<file path="config.mk">
export PLATFORM = sky130hd
export DESIGN_NAME = tmpg_queue
export DESIGN_NICKNAME = d
export VERILOG_FILES = /design/src/tmpg_pkg.sv /design/src/tmpg_queue.sv
export SDC_FILE = /design/constraint.sdc
export NUM_CORES = 1
export LEC_CHECK = 0
export ABC_CLOCK_PERIOD_IN_PS = 2000
export BUFFER_PORTS_ARGS = -buffer_cell sky130_fd_sc_hd__buf_2
export CAP_MARGIN = 40
export CORE_ASPECT_RATIO = 1.5
export CORE_MARGIN = 5
export CORE_UTILIZATION = 51
export DETAILED_ROUTE_END_ITERATION = 7
export PLACE_DENSITY = 0.75
export SLEW_MARGIN = 20
export SYNTH_ARGS = -nofsm -noshare
export SYNTH_HDL_FRONTEND = slang
export SYNTH_SLANG_ARGS = --single-unit
</file>
<file path="constraint.sdc">
create_clock -name clk -period 2 [get_ports clk]
set_input_delay 0.3 -clock clk [delete_from_list [all_inputs] [get_ports clk]]
set_output_delay 0.3 -clock clk [all_outputs]
set_load 0.1 [all_outputs]
</file>
<file path="src/tmpg_pkg.sv">
`timescale 1ns / 1ps
// ----------------------------------------------------------------------------
// Text mode pixel generator package
// Shared payload types, command format, operation codes and screen constants.
// ----------------------------------------------------------------------------
package tmpg_pkg;

  // Operation codes carried in the func field.
  localparam logic [1:0] FUNC_WRITE  = 2'd0;
  localparam logic [1:0] FUNC_READ   = 2'd1;
  localparam logic [1:0] FUNC_LOAD   = 2'd2;
  localparam logic [1:0] FUNC_RENDER = 2'd3;

  // Configuration register indexes.
  localparam logic REG_COLUMN_MODE = 1'b0;

  // Screen geometry and font limits.
  localparam int SCREEN_W         = 400;
  localparam int SCREEN_H         = 300;
  localparam int NARROW_ROW_LIMIT = 299;
  localparam int WIDE_ROW_LIMIT   = 296;
  localparam int NARROW_COLS      = 80;
  localparam int WIDE_COLS        = 50;
  localparam int NARROW_CELL_H    = 13;
  localparam int NARROW_CELL_W    = 5;

  // Reciprocals for the constant divisions (quotient = (v * RECIP) >> 10).
  localparam int RECIP_5  = 205;
  localparam int RECIP_13 = 79;
  localparam int RECIP_SH = 10;

  localparam logic [7:0] INK         = 8'h00;
  localparam logic [7:0] PAPER       = 8'hFF;
  localparam logic [7:0] SPACE_CHAR  = 8'h20;
  localparam logic [7:0] NARROW_FIRST = 8'd32;
  localparam logic [7:0] NARROW_LAST  = 8'd127;
  localparam logic [7:0] WIDE_END     = 8'd160;

  localparam int MAP_IDX_W = 11;
  localparam int GLYPH_AW  = 12;
  localparam int GLYPH_BYTES = 1 << GLYPH_AW;

  // Command queue geometry.
  localparam int QDEPTH = 4;
  localparam int QPTR_W = $clog2(QDEPTH);
  localparam int QCNT_W = $clog2(QDEPTH + 1);

  typedef struct packed {
    logic [1:0]  func;
    logic [10:0] map_addr;
    logic [7:0]  wdata;
    logic [11:0] font_addr;
    logic [8:0]  pixel_x;
    logic [8:0]  pixel_y;
  } in_item_t;

  typedef struct packed {
    logic [7:0] pixel_value;
    logic [7:0] read_data;
    logic       is_pixel;
    logic       refresh_pending;
    logic       frame_done;
  } out_item_t;

  // Classified command handed from the front end to the back end.
  typedef struct packed {
    logic [1:0]           kind;
    logic                 mode;
    logic                 addr_ok;
    logic [MAP_IDX_W-1:0] map_idx;
    logic [7:0]           wdata;
    logic [GLYPH_AW-1:0]  font_addr;
    logic                 paper;
    logic [3:0]           glyph_row;
    logic [2:0]           bit_sel;
    logic                 last;
  } cmd_t;

  typedef struct packed {
    logic              valid;
    logic [QCNT_W-1:0] count;
  } q_stat_t;

  typedef struct packed {
    logic a_valid;
    logic b_valid;
  } front_stat_t;

endpackage

</file>
<file path="src/tmpg_queue.sv">
`timescale 1ns / 1ps
// ----------------------------------------------------------------------------
// Text mode pixel generator command queue
// Small first-in first-out buffer that decouples front end and back end.
// ----------------------------------------------------------------------------
module tmpg_queue (
  input  logic              clk,
  input  logic              rst,
  input  logic              push,
  input  tmpg_pkg::cmd_t    push_cmd,
  input  logic              pop,
  output tmpg_pkg::q_stat_t stat,
  output tmpg_pkg::cmd_t    head
);
  import tmpg_pkg::*;

  cmd_t              slots [QDEPTH];
  logic [QPTR_W-1:0] wr_ptr;
  logic [QPTR_W-1:0] rd_ptr;
  logic [QCNT_W-1:0] count;

  // Pointer and fill count.
  always_ff @(posedge clk) begin
    if (rst) begin
      wr_ptr <= '0;
      rd_ptr <= '0;
      count  <= '0;
    end else begin
      if (push) begin
        wr_ptr <= wr_ptr + 1'b1;
      end
      if (pop) begin
        rd_ptr <= rd_ptr + 1'b1;
      end
      count <= count + QCNT_W'(push) - QCNT_W'(pop);
    end
  end

  // Entry storage.
  always_ff @(posedge clk) begin
    if (push) begin
      slots[wr_ptr] <= push_cmd;
    end
  end

  assign head       = slots[rd_ptr];
  assign stat.valid = (count != '0);
  assign stat.count = count;

endmodule

</file>
==> out/metrics.csv <==
stage,metric,value,unit
sta,max_freq,0.4683,GHz
worst_setup_path,cp_max_fo,8,
clock_network,clk_pin_slew,0.06,ns
worst_setup_path,required,1.70,ns
grt,first_global_vias,3387,
sta,fin_ws,-0.1352,ns
worst_setup_path,crit_arrival,1.84,ns
grt,grt_use_total,16.10,%
sta,period_share,106.8,%
clock_network,cts_hold_buffers,0,
sta,fin_tns_setup,-3.409,ns
die,die_area,15880,um2
layout,drive_above_1_share,48.78,%
grt,grt_pass1_wl,19180,um
sta,fin_worst_skew,0.01085,ns
clock_network,cts-htree-levels,4,
worst_setup_path,rrSetupSlack,0.33,ns
grt,antenna_found_initial,2,
synth,synth.ff_latch_count,185,
grt,grt_max_degree,30,
status,violations,negative setup slack,
route,drtIter0Drc,116,
sta,worst_pin_slew,0.5169,ns
grt,grtUsageMet3,4.536,%
sta,hold_violations,0,
die,fp.coreArea,13080,um2
synth,syn_area,6842,um2
synth,synth_area_leaders,"edfxtp_1 (77%), mux4_2 (13%), dfxtp_1 (2.6%), mux4_1 (1.5%), buf_12 (1.2%)",
route,vias_per_cell,5.506,
synth,yosysTopAreaCellShare,77.25,%
grt,met2_usage,26.23,%
power,power_frac_comb,23.2,%
die,initial_core_util,52.30,%
worst_setup_path,cp-end-kind,output pin,
layout,layout.nets,452,
layout,final_cell_count_no_fill,569,
synth,synth_edf_count,176,
clock_network,cts_tree,done,
power,clock_power_share,31.2,%
placed_design,io_buffers,95,
power,seq_power_share,45.6,%
run,cap_violations,0,
placed_design,hpwlAfterDp,7507,um
clock_network,clock_latency,0.42,ns
clock_network,cts_root_buf,clkbuf_16,
worst_setup_path,crit_type,reg2out,
sta,post-route-min-period,2.135,ns
layout,nFillCells,851,
layout,finish.instance_area,8613,um2
clock_network,numCtsBuffers,17,
synth,yosysWarnings,0,
synth,synth.avg_cell_area,25.25,um2
sta,rsz0062_at_grt,true,
synth,synthesis.instances,271,
synth,synthArstFlopShare,0,%
hold_path,hp-class,in2reg,
power,p_int,6.871,mW
power,switching_share,30.51,%
sta,holdWs,0.09765,ns
synth,synthesis.nets,326,
route,postRouteAntennaNets,0,
synth,synthDistinctLibCells,21,
worst_setup_path,start_kind,register,
grt,gr-total-overflow,0,
clock_network,cts_buffer_depth,2,
route,routed_wirelength,12330,um
power,p_per_area,1148,nW/um2
die,pin_count,96,
synth,synth_top_cell_by_area,edfxtp_1,
worst_setup_path,r2r_end,slots[2][20],
layout,syn2layout_area_growth,25.90,%
synth,yosysMostFrequentCell,edfxtp_1,
route,dr.pass1.iters,4,
placed_design,placed_cells,527,
power,power_switching,3.017,mW
worst_setup_path,endpoint,head[5],
layout,multi_input_area,1229,um2
grt,top_usage_layer,met2,
die,die_h,151.9,um
power,peakVddDrop,0.001147,V
status,outcome,"complete, but fails checks",
layout,n_antenna_cell,0,
placed_design,pre_cts_ws,0.1753,ns
sta,final_max_slew_viol_count,0,
hold_path,worstHoldStart,push_cmd[3],
die,fp.dieW,104.6,um
sta,max_slew_margin,65.54,%
sta,setup_violations,44,
worst_setup_path,timing.rr.start,wr_ptr[0],
placed_design,gp_congestion,0.6766,
synth,ys_seq_area_share,79.88,%
power,p_leak,2.989,nW
worst_setup_path,ff2ff_path_depth,4,
synth,synth_top_flop_cell,edfxtp_1,
grt,met1_usage,21.02,%
placed_design,placed_area,7577,um2
clock_network,clkSinkCount,185,
die,rows,51,
route,dr_total_vias,3133,
route,wl_per_cell,21.66,um
route,drc_errors,0,
synth,synthTopCellsByCount,"edfxtp_1 (176), mux4_2 (40), dfxtp_1 (9)",
layout,seqCellArea,5472,um2
-- worst min-delay path by stage --
stage | end | depth (start not counted)
after floorplan | count[0] | 1
after global placement | slots[0][10] | 1
after detailed placement | slots[0][41] | 1
after CTS | slots[3][3] | 1
after global routing | slots[1][33] | 1
final | slots[0][3] | 1
-- area by class of cell --
cell class                      instances  area share [%]
Clock inverter                         14           1.424
Sequential cell                       185           63.52
Multi-Input combinational cell         70           14.26
Inverter                                6          0.2615
Timing Repair Buffer                  117           13.23
Clock buffer                           18           4.983
Tap cell                              159           2.310
-- worst max-delay path: stages (launching register included) --
cell and delay (ns):
dfxtp_4 0.39, buf_6 0.13, buf_12 0.14, mux4_2 0.56
buf_8 0.20
-- power by group through the flow --
| stage | combinational, mW | sequential, mW | clock (mW) |
|---|---|---|---|
| 2_1_floorplan | 1.54 | 4.70 | 0 |
| 3_3_place_gp | 1.96 | 4.58 | 0 |
| 3_5_place_dp | 1.99 | 4.60 | 0 |
| 4_1_cts | 2.26 | 4.52 | 3.15 |
| 5_1_grt | 2.38 | 4.53 | 3.32 |
| 6_report | 2.29 | 4.51 | 3.08 |
-- cells in the final DEF, fill, tap and decap left out, drive strengths merged --
cell	Yosys	routed
a21bo	1	1
a21oi	1	1
and2	4	4
buf	9	116
bufinv	0	1
clkbuf	1	19
clkinv	0	9
clkinvlp	0	1
dfxtp	9	9
edfxtp	176	176
fa	1	1
ha	6	6
inv	6	9
mux2i	1	1
mux4	44	44
nand3b	1	1
nor2	5	5
nor2b	2	2
or3	1	1
xnor2	2	2
xor3	1	1
-- metrics by stage --
step                      power, mW  utilization, %
after floorplan               6.233               -
after global placement        6.546           57.92
after detailed placement      6.585           57.92
after CTS                     9.927           65.30
after global routing          10.22           65.84
final                         9.889           65.84
-- per-layer routing --
layer	routed length (um)	vias up	part of all wire, %
met5	34	-	0.28
met4	153	4	1.2
met3	499	16	4.0
met2	6662	97	54
met1	4976	1625	40
li1	-	1391	-
-- what timing repair did --
| action | CTS | global route |
|---|---|---|
| endpoints found under the setup margin | 44 | 44 |
| setup buffers | 6 | 4 |
| cloned | 2 | 1 |
| gates resized for setup | 102 | 21 |
-- cells by family after synthesis --
family | after synthesis | share of synthesized area, %
compound gates | 2 | 0.2194
xor+xnor | 3 | 0.6035
fa+ha+maj | 7 | 1.390
buf+inv | 16 | 2.030
flops | 185 | 79.88
mux | 45 | 14.85
simple gates | 13 | 1.024
-- flip-flops by register name, indices dropped and copies added, names as in the netlist, named ones only --
| register | flops |
|---|---|
| wr_ptr | 2 |
| rd_ptr | 2 |
| slots | 176 |
| count | 3 |
Note: power is estimated with default switching activity, not from simulation.
