## src/tmpg_pkg.sv

```systemverilog
`timescale 1ns / 1ps
// ----------------------------------------------------------------------------
// Text mode pixel generator package
// Shared payload types, command format, operation codes and screen constants.
// ----------------------------------------------------------------------------
package tmpg_pkg;

  // Operation codes carried in the func field.
  localparam logic [1:0] FUNC_WRITE  = 2'd0;
  localparam logic [1:0] FUNC_READ   = 2'd1;
  localparam logic [1:0] FUNC_LOAD   = 2'd2;
  localparam logic [1:0] FUNC_RENDER = 2'd3;

  // Configuration register indexes.
  localparam logic REG_COLUMN_MODE = 1'b0;

  // Screen geometry and font limits.
  localparam int SCREEN_W         = 400;
  localparam int SCREEN_H         = 300;
  localparam int NARROW_ROW_LIMIT = 299;
  localparam int WIDE_ROW_LIMIT   = 296;
  localparam int NARROW_COLS      = 80;
  localparam int WIDE_COLS        = 50;
  localparam int NARROW_CELL_H    = 13;
  localparam int NARROW_CELL_W    = 5;

  // Reciprocals for the constant divisions (quotient = (v * RECIP) >> 10).
  localparam int RECIP_5  = 205;
  localparam int RECIP_13 = 79;
  localparam int RECIP_SH = 10;

  localparam logic [7:0] INK         = 8'h00;
  localparam logic [7:0] PAPER       = 8'hFF;
  localparam logic [7:0] SPACE_CHAR  = 8'h20;
  localparam logic [7:0] NARROW_FIRST = 8'd32;
  localparam logic [7:0] NARROW_LAST  = 8'd127;
  localparam logic [7:0] WIDE_END     = 8'd160;

  localparam int MAP_IDX_W = 11;
  localparam int GLYPH_AW  = 12;
  localparam int GLYPH_BYTES = 1 << GLYPH_AW;

  // Command queue geometry.
  localparam int QDEPTH = 4;
  localparam int QPTR_W = $clog2(QDEPTH);
  localparam int QCNT_W = $clog2(QDEPTH + 1);

  typedef struct packed {
    logic [1:0]  func;
    logic [10:0] map_addr;
    logic [7:0]  wdata;
    logic [11:0] font_addr;
    logic [8:0]  pixel_x;
    logic [8:0]  pixel_y;
  } in_item_t;

  typedef struct packed {
    logic [7:0] pixel_value;
    logic [7:0] read_data;
    logic       is_pixel;
    logic       refresh_pending;
    logic       frame_done;
  } out_item_t;

  // Classified command handed from the front end to the back end.
  typedef struct packed {
    logic [1:0]           kind;
    logic                 mode;
    logic                 addr_ok;
    logic [MAP_IDX_W-1:0] map_idx;
    logic [7:0]           wdata;
    logic [GLYPH_AW-1:0]  font_addr;
    logic                 paper;
    logic [3:0]           glyph_row;
    logic [2:0]           bit_sel;
    logic                 last;
  } cmd_t;

  typedef struct packed {
    logic              valid;
    logic [QCNT_W-1:0] count;
  } q_stat_t;

  typedef struct packed {
    logic a_valid;
    logic b_valid;
  } front_stat_t;

endpackage

```

## src/tmpg_front.sv

```systemverilog
`timescale 1ns / 1ps
// ----------------------------------------------------------------------------
// Text mode pixel generator front end
// Accepts items, divides pixel coordinates into cells and classifies them.
// ----------------------------------------------------------------------------
module tmpg_front #(
  parameter int MAP_BYTES = 2048
) (
  input  logic                  clk,
  input  logic                  rst,
  input  logic                  accept,
  input  tmpg_pkg::in_item_t    item,
  input  logic                  column_mode,
  output tmpg_pkg::front_stat_t stat,
  output logic                  push,
  output tmpg_pkg::cmd_t        cmd
);
  import tmpg_pkg::*;

  logic       a_valid;
  in_item_t   a_item;
  logic       a_mode;
  logic       b_valid;
  in_item_t   b_item;
  logic       b_mode;
  logic [6:0] b_q5;
  logic [5:0] b_q13;

  logic [16:0] prod5;
  logic [15:0] prod13;
  logic [8:0]  rem5_full;
  logic [8:0]  rem13_full;
  logic [10:0] idx_narrow;
  logic [10:0] idx_wide;
  logic        paper;
  logic        last;
  logic        addr_ok;

  // Stage valid bits.
  always_ff @(posedge clk) begin
    if (rst) begin
      a_valid <= 1'b0;
      b_valid <= 1'b0;
    end else begin
      a_valid <= accept;
      b_valid <= a_valid;
    end
  end

  // Reciprocal multiplications for x / 5 and y / 13.
  assign prod5  = 17'(a_item.pixel_x) * 17'(RECIP_5);
  assign prod13 = 16'(a_item.pixel_y) * 16'(RECIP_13);

  // Stage payload registers.
  always_ff @(posedge clk) begin
    if (accept) begin
      a_item <= item;
      a_mode <= column_mode;
    end
    b_item <= a_item;
    b_mode <= a_mode;
    b_q5   <= prod5[16:RECIP_SH];
    b_q13  <= prod13[15:RECIP_SH];
  end

  // Remainders, cell index and screen limits.
  always_comb begin
    rem5_full  = b_item.pixel_x - 9'(b_q5) * 9'(NARROW_CELL_W);
    rem13_full = b_item.pixel_y - 9'(b_q13) * 9'(NARROW_CELL_H);
    idx_narrow = 11'(b_q13) * 11'(NARROW_COLS) + 11'(b_q5);
    idx_wide   = 11'(b_item.pixel_y[8:3]) * 11'(WIDE_COLS) + 11'(b_item.pixel_x[8:3]);
    paper      = (b_item.pixel_x >= 9'(SCREEN_W)) ||
                 (b_mode ? (b_item.pixel_y >= 9'(WIDE_ROW_LIMIT))
                         : (b_item.pixel_y >= 9'(NARROW_ROW_LIMIT)));
    last       = (b_item.pixel_x == 9'(SCREEN_W - 1)) &&
                 (b_item.pixel_y == 9'(SCREEN_H - 1));
    addr_ok    = {2'b00, b_item.map_addr} < 13'(MAP_BYTES);
  end

  // Build the command for the queue.
  always_comb begin
    cmd           = '0;
    cmd.kind      = b_item.func;
    cmd.mode      = b_mode;
    cmd.wdata     = b_item.wdata;
    cmd.font_addr = b_item.font_addr;
    unique case (b_item.func) inside
      FUNC_WRITE, FUNC_READ: begin
        cmd.addr_ok = addr_ok;
        cmd.map_idx = b_item.map_addr;
      end
      FUNC_LOAD: begin
        cmd.addr_ok = 1'b0;
      end
      FUNC_RENDER: begin
        cmd.addr_ok   = 1'b1;
        cmd.paper     = paper;
        cmd.last      = last;
        // An off-screen pixel reads cell zero so the map address stays in range.
        cmd.map_idx   = paper ? '0 : (b_mode ? idx_wide : idx_narrow);
        cmd.glyph_row = b_mode ? {1'b0, b_item.pixel_y[2:0]} : rem13_full[3:0];
        cmd.bit_sel   = b_mode ? b_item.pixel_x[2:0] : 3'd7 - rem5_full[2:0];
      end
      default: begin
        cmd.addr_ok = 1'b0;
      end
    endcase
  end

  assign push         = b_valid;
  assign stat.a_valid = a_valid;
  assign stat.b_valid = b_valid;

endmodule

```

## config.mk

```make
export PLATFORM = sky130hd
export DESIGN_NAME = tmpg_front
export DESIGN_NICKNAME = d
export VERILOG_FILES = /design/src/tmpg_pkg.sv /design/src/tmpg_front.sv
export SDC_FILE = /design/constraint.sdc
export NUM_CORES = 1
export LEC_CHECK = 0
export BUFFER_PORTS_ARGS = -buffer_cell sky130_fd_sc_hd__buf_2
export CAP_MARGIN = 20
export CELL_PAD_IN_SITES_DETAIL_PLACEMENT = 1
export CELL_PAD_IN_SITES_GLOBAL_PLACEMENT = 2
export CORE_MARGIN = 2
export CORE_UTILIZATION = 41
export CTS_CLUSTER_SIZE = 28
export DETAILED_ROUTE_END_ITERATION = 16
export PLACE_DENSITY_LB_ADDON = 0.05
export SKIP_CTS_REPAIR_TIMING = 1
export SKIP_LAST_GASP = 1
export SLEW_MARGIN = 5
export SYNTH_ARGS = -nofsm -noshare
export SYNTH_HDL_FRONTEND = slang
export SYNTH_SLANG_ARGS = --single-unit
```

## constraint.sdc

```tcl
create_clock -name clk -period 8.67 [get_ports clk]
set_clock_uncertainty 0.05 [all_clocks]
set_input_delay 1.734 -clock clk [delete_from_list [all_inputs] [get_ports clk]]
set_output_delay 1.734 -clock clk [all_outputs]
set_load 0.02 [all_outputs]
```

==> summary.md, run 1 <==
For this block, the initial DRC count from the detailed router was 130. The most critical setup path has its endpoint at cmd[38]. The worst register-to-register path ends at b_q5[6]. The vertical die dimension was 136.5 um; the reg2reg setup slack was 4.36 ns. Count of TritonRoute iterations in the first routing pass: 4. No sink is reached through more buffers than the 2 on the longest clock path. The tools report the final standard cell utilization of the core as 0.4856.

Floorplan die area: 0.01863 sq mm. The tools report the headroom to the max-slew limit as 0.5154. Counting both buffers and inverters, the worst setup path holds a total of 3.

In this run the horizontal extent of the chip is 136.5 um. In this run the static leakage power is 4.122 nW. For this block, the routed nets add up to 16780 um of wire. The repair_antennas step left the layout with diodes totalling 0. The number of global-route vias before repair was 5232; the count of synthesis-stage warnings from yosys was 0. Synthesis instantiated 49 different standard cells from the library.

STA classifies the critical path endpoint as an output port. The run gives 0.4175 as the initial standard-cell utilization of the core. The number of nets in the synthesized netlist is 851. The critical path startpoint category was a flip-flop. The number of synthesized register bits is 119. For the initial antenna violation count, the log shows 0.

The detailed-route wire length per cell works out to 17.42 um. The total routing resource utilization after global routing is 0.1968. The most critical setup path has its startpoint at b_item[4]. The net count of the finished layout is 942. The share of async-settable or async-resettable flops after synthesis was 0. The CTS buffer count is 17.

Sorting the synthesized cells by how often they occur yields ha_1 (125), inv_1 (114), dfxtp_1 (67), edfxtp_1 (52), fa_1 (37). The synthesized design contains 52 enable-type register cells. The H-tree depth reported by CTS came out at 4.

The dominant cell type by count on the critical path is ha_1. The count of input and output buffers came out at 101. Detailed placement finished with a half-perimeter wire length of 13400 um.

The mapped netlist covers 0.007196 sq mm. The fraction of synthesized cell area taken by the top area cell type was 0.2174. Each instance of the synthesized netlist takes up on average 11.35 sq um.

The logs give 4679 for the detailed-route via count and 0.4034 for the sequential fraction of the synthesis area. By area the synthesized netlist is led by ha_1 (22%), edfxtp_1 (22%), dfxtp_1 (19%). The worst path arrival time is 3.93 ns.

Share of the clock period used by the worst path after layout: 0.6586. The run gives 27360 um as the global-route wire length before repair. The run gives 48 as the standard-cell row count. Power spread over the standard cell area amounts to 317.7 mW/mm^2.

Synthesis produced 634 cells. The routed via count divided by cell count is 4.859, and the number of remaining DRC errors is 0. Walking the worst path, the cells encountered are inv_1 > ha_1 > inv_1 > ha_1 > ha_1 > fa_1 > xor2_1 > nand2_1 > a2111oi_0 > xnor2_1 > mux2i_1 > o22ai_1 > buf_2.

The tightest min-delay check is of the flip-flop to flip-flop type. The register clock-pin slew on the reported worst setup and hold paths came out at 0.06 ns. The largest total area in the synthesized netlist belongs to ha_1. The flow ran to the end, and the final reports show no timing, DRC or antenna violations. The tools report the required time of the worst setup path as 6.89 ns. From synthesis to final layout, the design area changed by 16.33%. The worst voltage drop across the vdd grid came out at 172.9 uV. After floorplanning, the core was sized to cover 0.01724 sq mm. The cell at the root of the clock tree is clkbuf_16.

Final weighted congestion in routability-driven placement: 0.7903. Setup violations remaining at the end of the flow were counted as 0. Entering global routing, the biggest net connects 54 pins.

In this run the number of cells on the critical path is 13. The post-detailed-placement cell area is 0.007787 sq mm, and the setup TNS is 0 ns. 102 I/O pins were placed.

The final cell count without fillers was 963. Cell with the most instances after synthesis: ha_1. The setup path with the least slack is of type flip-flop to output port. The worst-case reg-to-reg path depth was 12.

For the finished layout cell area, the log shows 0.008371 sq mm. The slowest stage of the critical path belongs to the cell fa_1. The number of placed instances, taps included, is 931. The run gives 119 as the clock net sink count. The startpoint of the worst-slack reg-to-reg timing path was a_item[15].

The largest fanout on the critical path works out to 6. The fmax was 0.1751 GHz; the post-layout minimum cycle time was 5.710 ns. The worst-skew pair later-pin latency came out at 0.42 ns. The tool flagged a number of max-cap violations equal to 0. Once detail routing completed, the nets flagged for antenna violations numbered 0.

For the pin with the worst max-slew slack, the measured transition is 0.7230 ns. Primary flip-flop cell chosen by synthesis mapping: dfxtp_1. The hold violation count in the final report is 0. The share of layout cells above drive strength 1 came out at 0.1938. The delay of the slowest cell on the worst path is 0.47 ns.

Setup repair after global routing left no endpoint under its margin. For the number of pins exceeding their max-slew limit in the final report, the log shows 0. Broken down by cell family, the worst path's largest delay share belongs to adder cells. Global routing finished with a remaining overflow of 0.

TritonCTS built the clock tree.
## per-stage QoR
stage	hold WS, ns	worst slack (ns)	power, mW
2_1_floorplan	0.2733	3.739	1.661
3_3_place_gp	0.2735	3.512	1.947
3_5_place_dp	0.2785	3.342	1.991
4_1_cts	0.2959	2.870	2.709
5_1_grt	0.3000	2.663	2.898
6_report	0.2933	2.960	2.660
## flip-flops by register name, indices dropped and copies added, names as in the netlist
signal,count
b_item,29
b_mode,1
b_q13,6
push,1
cmd,22
a_valid,1
a_item,51
a_mode,1
b_q5,7
## cells in the final DEF, fill, tap and decap left out, types with 5 or more instances in the layout
cell type and instances:
a211oi_1 5, a21o_1 7, a21oi_1 20, buf_2 101, clkbuf_16 17, dfxtp_1 67
edfxtp_1 52, fa_1 37, ha_1 125, inv_1 114, inv_6 6, mux2i_1 6
nand2_1 22, nand2b_1 5, nor2_1 21, nor3_1 6, o21ai_0 17, o22ai_1 11
xnor2_1 29, xor2_1 10
## logic make-up (layout without fill, tap and decap cells)
logic type                 count (synthesis)  after routing  share of synthesized area
and+or+nand+nor                           78             78                    0.05425
AOI/OAI and AO/OA                         84             84                    0.07599
xor gates and xnor gates                  39             39                    0.04747
buffers and inverters                    145            249                    0.08868
DFF                                      119            119                     0.4034
adders and majority gates                162            162                     0.3203
muxes                                      7              7                   0.009912
## routing by layer
layer / global-route usage / vias up / share of wire
met1: 0.2595 / 2278 / 0.47
met2: 0.3183 / 93 / 0.47
met5: 0 / - / 0
met3: 0.05966 / 11 / 0.049
met4: 0.04398 / 0 / 0.0083
li1: - / 2297 / -
## where the power goes
| group | internal [mW] | switching [mW] | leakage, nW |
|---|---|---|---|
| Clock | 0.407 | 0.291 | 0.287 |
| Sequential | 0.664 | 0.0688 | 1.07 |
| Combinational | 0.555 | 0.674 | 2.76 |
| Total | 1.63 | 1.03 | 4.12 |
## worst min path at each step
| stage | from | end | slack (ns) | cells past startpoint |
|---|---|---|---|---|
| after floorplan | a_item[38] | b_item[38] | 0.27 | 0 |
| after global placement | a_item[22] | cmd[13] | 0.27 | 0 |
| after global routing | a_item[48] | b_item[48] | 0.30 | 0 |
| after detailed placement | a_item[19] | cmd[10] | 0.28 | 0 |
| final | a_item[34] | cmd[25] | 0.29 | 0 |
| after CTS | a_item[34] | cmd[25] | 0.30 | 0 |
## area by class of cell
| class | count | area [sq um] |
|---|---|---|
| fill | 1853 | 8866 |
| multi-input combinational | 370 | 3655 |
| sequential | 119 | 2903 |
| timing repair buffer | 103 | 520.5 |
| inverter | 114 | 427.9 |
| clock buffer | 17 | 425.4 |
| tap | 225 | 281.5 |
| clock inverter | 15 | 157.7 |
(Power assumes the default switching activity.)
==> run 2: changes to the inputs <==
- CORE_UTILIZATION: 41 -> 38
- clock period: 8.67 -> 5.3 ns (I/O delays scaled with it)
==> run 2 against run 1 <==
  * Clock power increased by 69%
  * Utilization fell by 3.4 points
  * Final cell count is 1.2% higher
  * Power increased by 65%
  * Register-to-register slack worse by 3.4 ns
  * Critical path depth did not move
  * Routed wire length is 0.32% lower
  * Hold slack got worse by 0.0018 ns
  * Cell area up 0.55%
  * Flip-flop and latch count is the same
  * Global-route usage decreased by 1.8 points
  * Highest routed layer is now met5
==> summary.md, run 2 (synthesized netlist as in run 1, its figures left out) <==
The post-placement setup slack was 0.6373 ns (-2.704 ns). The register clock-pin slew on the reported worst setup and hold paths is 0.06 ns (about the same). TritonCTS built the clock tree. The layout net count came out at 944 (+0.21%).

The placeable core area came out at 0.01864 sq mm (+8.2%). The logs give 0 (unchanged) for the number of pins exceeding their max-slew limit in the final report and 942 (+1.2%) for the count of placed standard cells including taps. The tools report the headroom to the max-slew limit as 0.3474 (-0.1680). The largest fanout on the critical path was 6 (unchanged); the slack of the critical path was 0.3290 ns (-2.631 ns). The number of flip-flops in the largest register is 51 (unchanged), and the initial detailed-routing violation count is 112 (-14%). The total power per unit cell area was 521.9 mW/mm^2 (+64%); the setup TNS was 0 ns (unchanged). The half-perimeter wire length of the detailed placement result is 13600 um (+1.5%), and the actual transition at the worst max-transition pin is 0.9776 ns (+0.2545 ns). The floorplan die width was 141.6 um (+3.8%).

The fmax is 0.2012 GHz. The most frequent standard cell in the layout excluding fill and tap cells is ha_1. The dominant cell type by count on the critical path was ha_1. For the initial antenna violation count, the log shows 1 (+1). The top register by number of flip-flops was a_item. The number of remaining DRC errors is 0 (unchanged). Vertical die dimension: 141.6 um (+3.8%). The maximum number of pins on one net before global-route repair was 36 (-33%).

STA classifies the critical path startpoint as a flip-flop. Compared with the post-synthesis result, the final layout area differs by 16.97%. The count of input and output buffers is 101 (unchanged), and the worst path arrival time is 3.86 ns (-0.07 ns). For the top-level port count, the log shows 102 (unchanged). Final weighted congestion in routability-driven placement: 0.8157 (+3.2%).

The worst slack on hold paths was 0.2915 ns (-0.001804 ns); the routed via count divided by cell count was 4.829 (-0.62%). The CTS buffer count is 17 (unchanged). The hold violation count in the final report is 0 (unchanged).

The share of layout cells above drive strength 1 is 0.1959 (+0.002179), and the initial standard-cell utilization of the core is 0.3860 (-0.03149). The start-to-end type of the worst setup path is flip-flop to output port. The standard-cell row count is 50 (+4.2%), and the final number of setup-violating endpoints is 0 (unchanged).

The required time of the worst setup path is 4.19 ns (-2.70 ns). The layout filler cell count was 2066 (+11%); the total routing resource utilization after global routing was 0.1791 (-0.01772). The tools report the worst voltage drop across the vdd grid as 282.4 uV (+63%).

The worst-skew pair later-pin latency was 0.42 ns (about the same). In the layout the commonest cells are ha_1 (125), inv_1 (114), buf_2 (101). The logs give 2 (unchanged) for the maximum count of clock buffers along a single path and 4.138 nW (+0.38%) for the leakage power figure. For the reg2reg setup slack, the log shows 0.99 ns (-3.37 ns). Aggregate global routing overflow: 0 (unchanged).

The post-layout minimum cycle time is 4.971 ns. For the H-tree depth reported by CTS, the log shows 4 (unchanged). Setup repair after global routing left no endpoint under its margin. The clock net sink count is 119 (unchanged), and the max-cap check violation count is 0 (unchanged). Final cell count without fillers: 975 (+1.2%). The standard cell with the maximum stage delay on the critical path is or4_1. The flow ran to the end, and the final reports show no timing, DRC or antenna violations.

The floorplan die area was 0.02005 sq mm (+7.7%); the share of the clock period used by the worst path after layout was 0.9379. The count of TritonRoute iterations in the first routing pass is 4 (unchanged). The type of the worst min-delay path is flip-flop to flip-flop. The detailed-route wire length per cell came out at 17.15 um (-1.5%). Clock tree synthesis selected as its root buffer the cell clkbuf_16. The number of global-route vias before repair was 5217 (-0.29%); the remaining antenna violation count after routing was 0 (unchanged). The global-route wire length before repair came out at 27110 um (-0.91%).

For the wire length after detailed routing, the log shows 16720 um (-0.32%). The detailed-route via count was 4708 (+0.62%). The delay of the slowest cell on the worst path came out at 0.52 ns (+0.05 ns).

Walking the worst path, the cells encountered are inv_1 > ha_1 > inv_1 > ha_1 > ha_1 > ha_1 > a211oi_2 > nor2_1 > or2_4 > or4_1 > o211ai_1 > o22ai_1 > buf_2. The worst setup path is captured at an output port.
==> run 2: cell count changes in the layout (fill, tap and decap cells not counted), sizes merged <==
cell and change:
clkinv -2, diode +1, buf +2, inv +2
==> run 2: power by group <==
group	switching [mW]	leakage [nW]	total, mW	internal (mW)
combinational	1.11	2.77	2.02	0.907
sequential	0.108	1.07	1.19	1.09
clock	0.503	0.294	1.18	0.677
total	1.72	4.14	4.39	2.67
==> run 2: worst paths after layout <==
| kind | startpoint | endpoint | depth (start not counted) |
|---|---|---|---|
| max | b_item[4] | cmd[37] | 13 |
| min | a_item[40] | b_item[40] | 0 |
| min reg2reg | a_item[40] | b_item[40] | 0 |
| max reg2reg | a_item[15] | b_q5[6] | 12 |
==> run 2: through the flow <==
stage	util	total power, mW	cell area (sq um)
finish	0.4515	4.393	8417
global route	0.4513	4.780	8414
CTS	0.4513	4.473	8413
detailed placement	0.4191	3.258	7814
global placement	0.4191	3.219	7814
floorplan	-	2.717	7196
==> run 2: layout make-up <==
class	count	area [sq um]	area share
multi-input cells	370	3656	0.4344
well taps	234	292.8	0.03479
clock buffers	17	425.4	0.05054
flip-flops and latches	119	2903	0.3449
repair buffers	105	535.5	0.06362
diodes	1	2.502	0.0002973
inverters	114	427.9	0.05084
clock inverters	15	173.9	0.02066
==> run 2: layer usage <==
layer / global-route usage / wire, um / vias to the layer above
li1: - / - / 2309
met1: 0.2344 / 7805 / 2273
met5: 0 / 13 / -
met2: 0.2874 / 7754 / 110
met4: 0.04789 / 252 / 2
met3: 0.05737 / 896 / 14
==> run 2: critical path: cells and delay by family (launching register included) <==
kind	cells	cell delay (ns)
and+or+nand+nor	3	0.90
buffers and inverters	3	0.39
AOI/OAI and AO/OA	3	0.49
adders and majority gates	4	1.23
DFF	1	0.43
==> run 3: changes to the inputs <==
- clock period: 5.3 -> 5.4 ns (I/O delays scaled with it)
==> run 3 against run 2 <==
  * Die area is the same
  * Cell area shrank 0.25%
  * Worst setup slack lost 0.0083 ns
  * Flip-flop and latch count is the same
  * Clock power shrank 6%
  * First-iteration DRC count grew 22%
  * Power shrank 3.0%
  * Critical path type unchanged
==> summary.md, run 3 (synthesized netlist as in run 1, its figures left out) <==
The maximum number of pins on one net before global-route repair was 36 (unchanged). By startpoint and endpoint, the worst setup path is classified as flip-flop to output port. Reg2reg setup slack: 1.12 ns (+0.13 ns).

The logs give 16580 um (-0.84%) for the wire length after detailed routing and 0 (unchanged) for the max-cap check violation count. The headroom to the max-slew limit was 0.3531 (+0.005687). For the hold violation count in the final report, the log shows 0 (unchanged). The number of flip-flops in the largest register was 51 (unchanged); the total power per unit cell area was 507.7 mW/mm^2 (-2.7%). The placeable core area was 0.01864 sq mm (unchanged). The flow ran to the end, and the final reports show no timing, DRC or antenna violations. The final number of setup-violating endpoints came out at 0 (unchanged).

The H-tree depth reported by CTS is 4 (unchanged), and the vertical die dimension is 141.6 um (unchanged). The tools report the reg-to-reg critical path endpoint as b_q5[6]. The run gives 137 (+22%) as the initial detailed-routing violation count. Startpoint of the worst-slack reg-to-reg timing path: a_item[15]. Setup repair after global routing left no endpoint under its margin. The largest fanout on the critical path is 6 (unchanged), and the slack of the critical path is 0.3206 ns (-0.008347 ns). The logs give 0.3860 (unchanged) for the initial standard-cell utilization of the core and 0 ns (unchanged) for the setup TNS. The required time of the worst setup path is 4.27 ns (+0.08 ns). The type of the worst min-delay path is flip-flop to flip-flop. The register clock-pin slew on the reported worst setup and hold paths is 0.07 ns (about the same), and the layout net count is 944 (unchanged). Initial antenna violation count: 1 (unchanged). Based on the critical path, the design can be clocked at up to 0.1969 GHz. TritonCTS built the clock tree.

In the layout the commonest cells are ha_1 (125), inv_1 (114), buf_2 (101). STA classifies the critical path startpoint as a flip-flop. The worst-case reg-to-reg path depth is 12 (unchanged). The tools report the critical path launch point as b_item[4]. The tools report the clock net sink count as 119 (unchanged). Most frequent standard cell in the layout excluding fill and tap cells: ha_1. The detailed-route via count is 4654 (-1.1%).

Relative to the synthesized area, the layout overhead comes to 16.68%. Maximum count of clock buffers along a single path: 2 (unchanged). The share of layout cells above drive strength 1 was 0.1959 (unchanged).

For the worst path arrival time, the log shows 3.95 ns (+0.09 ns). For the aggregate global routing overflow, the log shows 0 (unchanged). The top-level port count came out at 102 (unchanged). Number of remaining DRC errors: 0 (unchanged). The routed via count divided by cell count is 4.773 (-1.1%). The count of placed standard cells including taps is 942 (unchanged), and the number of pins exceeding their max-slew limit in the final report is 0 (unchanged). Final cell count without fillers: 975 (unchanged).

The run gives 0.02005 sq mm (unchanged) as the floorplan die area. a_item holds more flip-flops than any other register. The finished layout cell area came out at 0.008396 sq mm (-0.25%). The logs give 4 (unchanged) for the count of TritonRoute iterations in the first routing pass and 0.7553 ns (+0.1181 ns) for the post-placement setup slack. The floorplan die width works out to 141.6 um (unchanged). The actual transition at the worst max-transition pin is 0.9690 ns (-0.008518 ns). The count of input and output buffers works out to 101 (unchanged). The number of global-route vias before repair is 5117 (-1.9%), and the detailed-route wire length per cell is 17.01 um (-0.84%). The post-detailed-placement cell area is 0.007814 sq mm (unchanged). The final weighted congestion in routability-driven placement is 0.8166 (+0.11%), and the share of the clock period used by the worst path after layout is 0.9406. The tools report the remaining antenna violation count after routing as 0 (unchanged). The worst path needs 5.079 ns of the cycle, external delays included. The tools report the CTS buffer count as 17 (unchanged). The tools report the capturing element type of the critical path as an output port. Sink of the worst hold path: cmd[24]. The number of cells on the worst hold path is 0 (unchanged). The half-perimeter wire length of the detailed placement result came out at 13510 um (-0.61%). CTS placed an instance of clkbuf_16 at the clock tree root. The global-route wire length before repair was 26830 um (-1.0%); the worst slack on hold paths was 0.2860 ns (-0.005516 ns). The worst-skew pair later-pin latency was 0.42 ns (about the same); the leakage power figure was 4.125 nW (-0.31%). The standard-cell row count is 50 (unchanged). The tools report the worst voltage drop across the vdd grid as 206.3 uV (-27%). The total routing resource utilization after global routing came out at 0.1763 (-0.002798). In this run the most critical hold path is launched from a_item[33].
-- run 3: power by group --
part	leakage (nW)	internal, mW	total (mW)	switching [mW]
clock	0.281	0.618	1.11	0.494
sequential	1.07	1.07	1.17	0.105
combinational	2.77	0.888	1.98	1.09
-- run 3: worst max-delay path: stages, from the launching register on --
cell and delay (ns):
dfxtp_1 0.43, inv_1 0.15, ha_1 0.31, inv_1 0.04, ha_1 0.28, ha_1 0.32, fa_1 0.47, xor2_1 0.23
nand2_1 0.17, a2111oi_0 0.43, xnor2_1 0.19, mux2i_1 0.09, o22ai_1 0.21, buf_2 0.21
-- run 3: cell type report --
| cell class | instances | area (sq um) |
|---|---|---|
| sequential | 119 | 2903 |
| antenna | 1 | 2.502 |
| inverter | 114 | 427.9 |
| tap | 234 | 292.8 |
| timing repair buffer | 105 | 535.5 |
| multi-input combinational | 370 | 3655 |
| clock inverter | 15 | 153.9 |
| fill | 2055 | 10250 |
| clock buffer | 17 | 425.4 |
-- run 3: metrics by stage --
step / power [mW] / util
5_1_grt: 4.635 / 0.4502
6_report: 4.262 / 0.4503
3_5_place_dp: 3.192 / 0.4191
4_1_cts: 4.343 / 0.4502
3_3_place_gp: 3.161 / 0.4191
2_1_floorplan: 2.666 / -
-- run 3: how the worst max path moves through the flow --
stage | to | slack (ns)
5_1_grt | cmd[38] | 0.07
2_1_floorplan | cmd[38] | 1.12
3_3_place_gp | cmd[38] | 0.85
4_1_cts | cmd[38] | 0.28
6_report | cmd[38] | 0.32
3_5_place_dp | cmd[38] | 0.76
-- run 3: routing by layer --
metal  wire length [um]  GRT usage
met2               7495     0.2818
met3                804    0.05130
met5                  7          0
met4                237    0.05368
met1               8037     0.2323
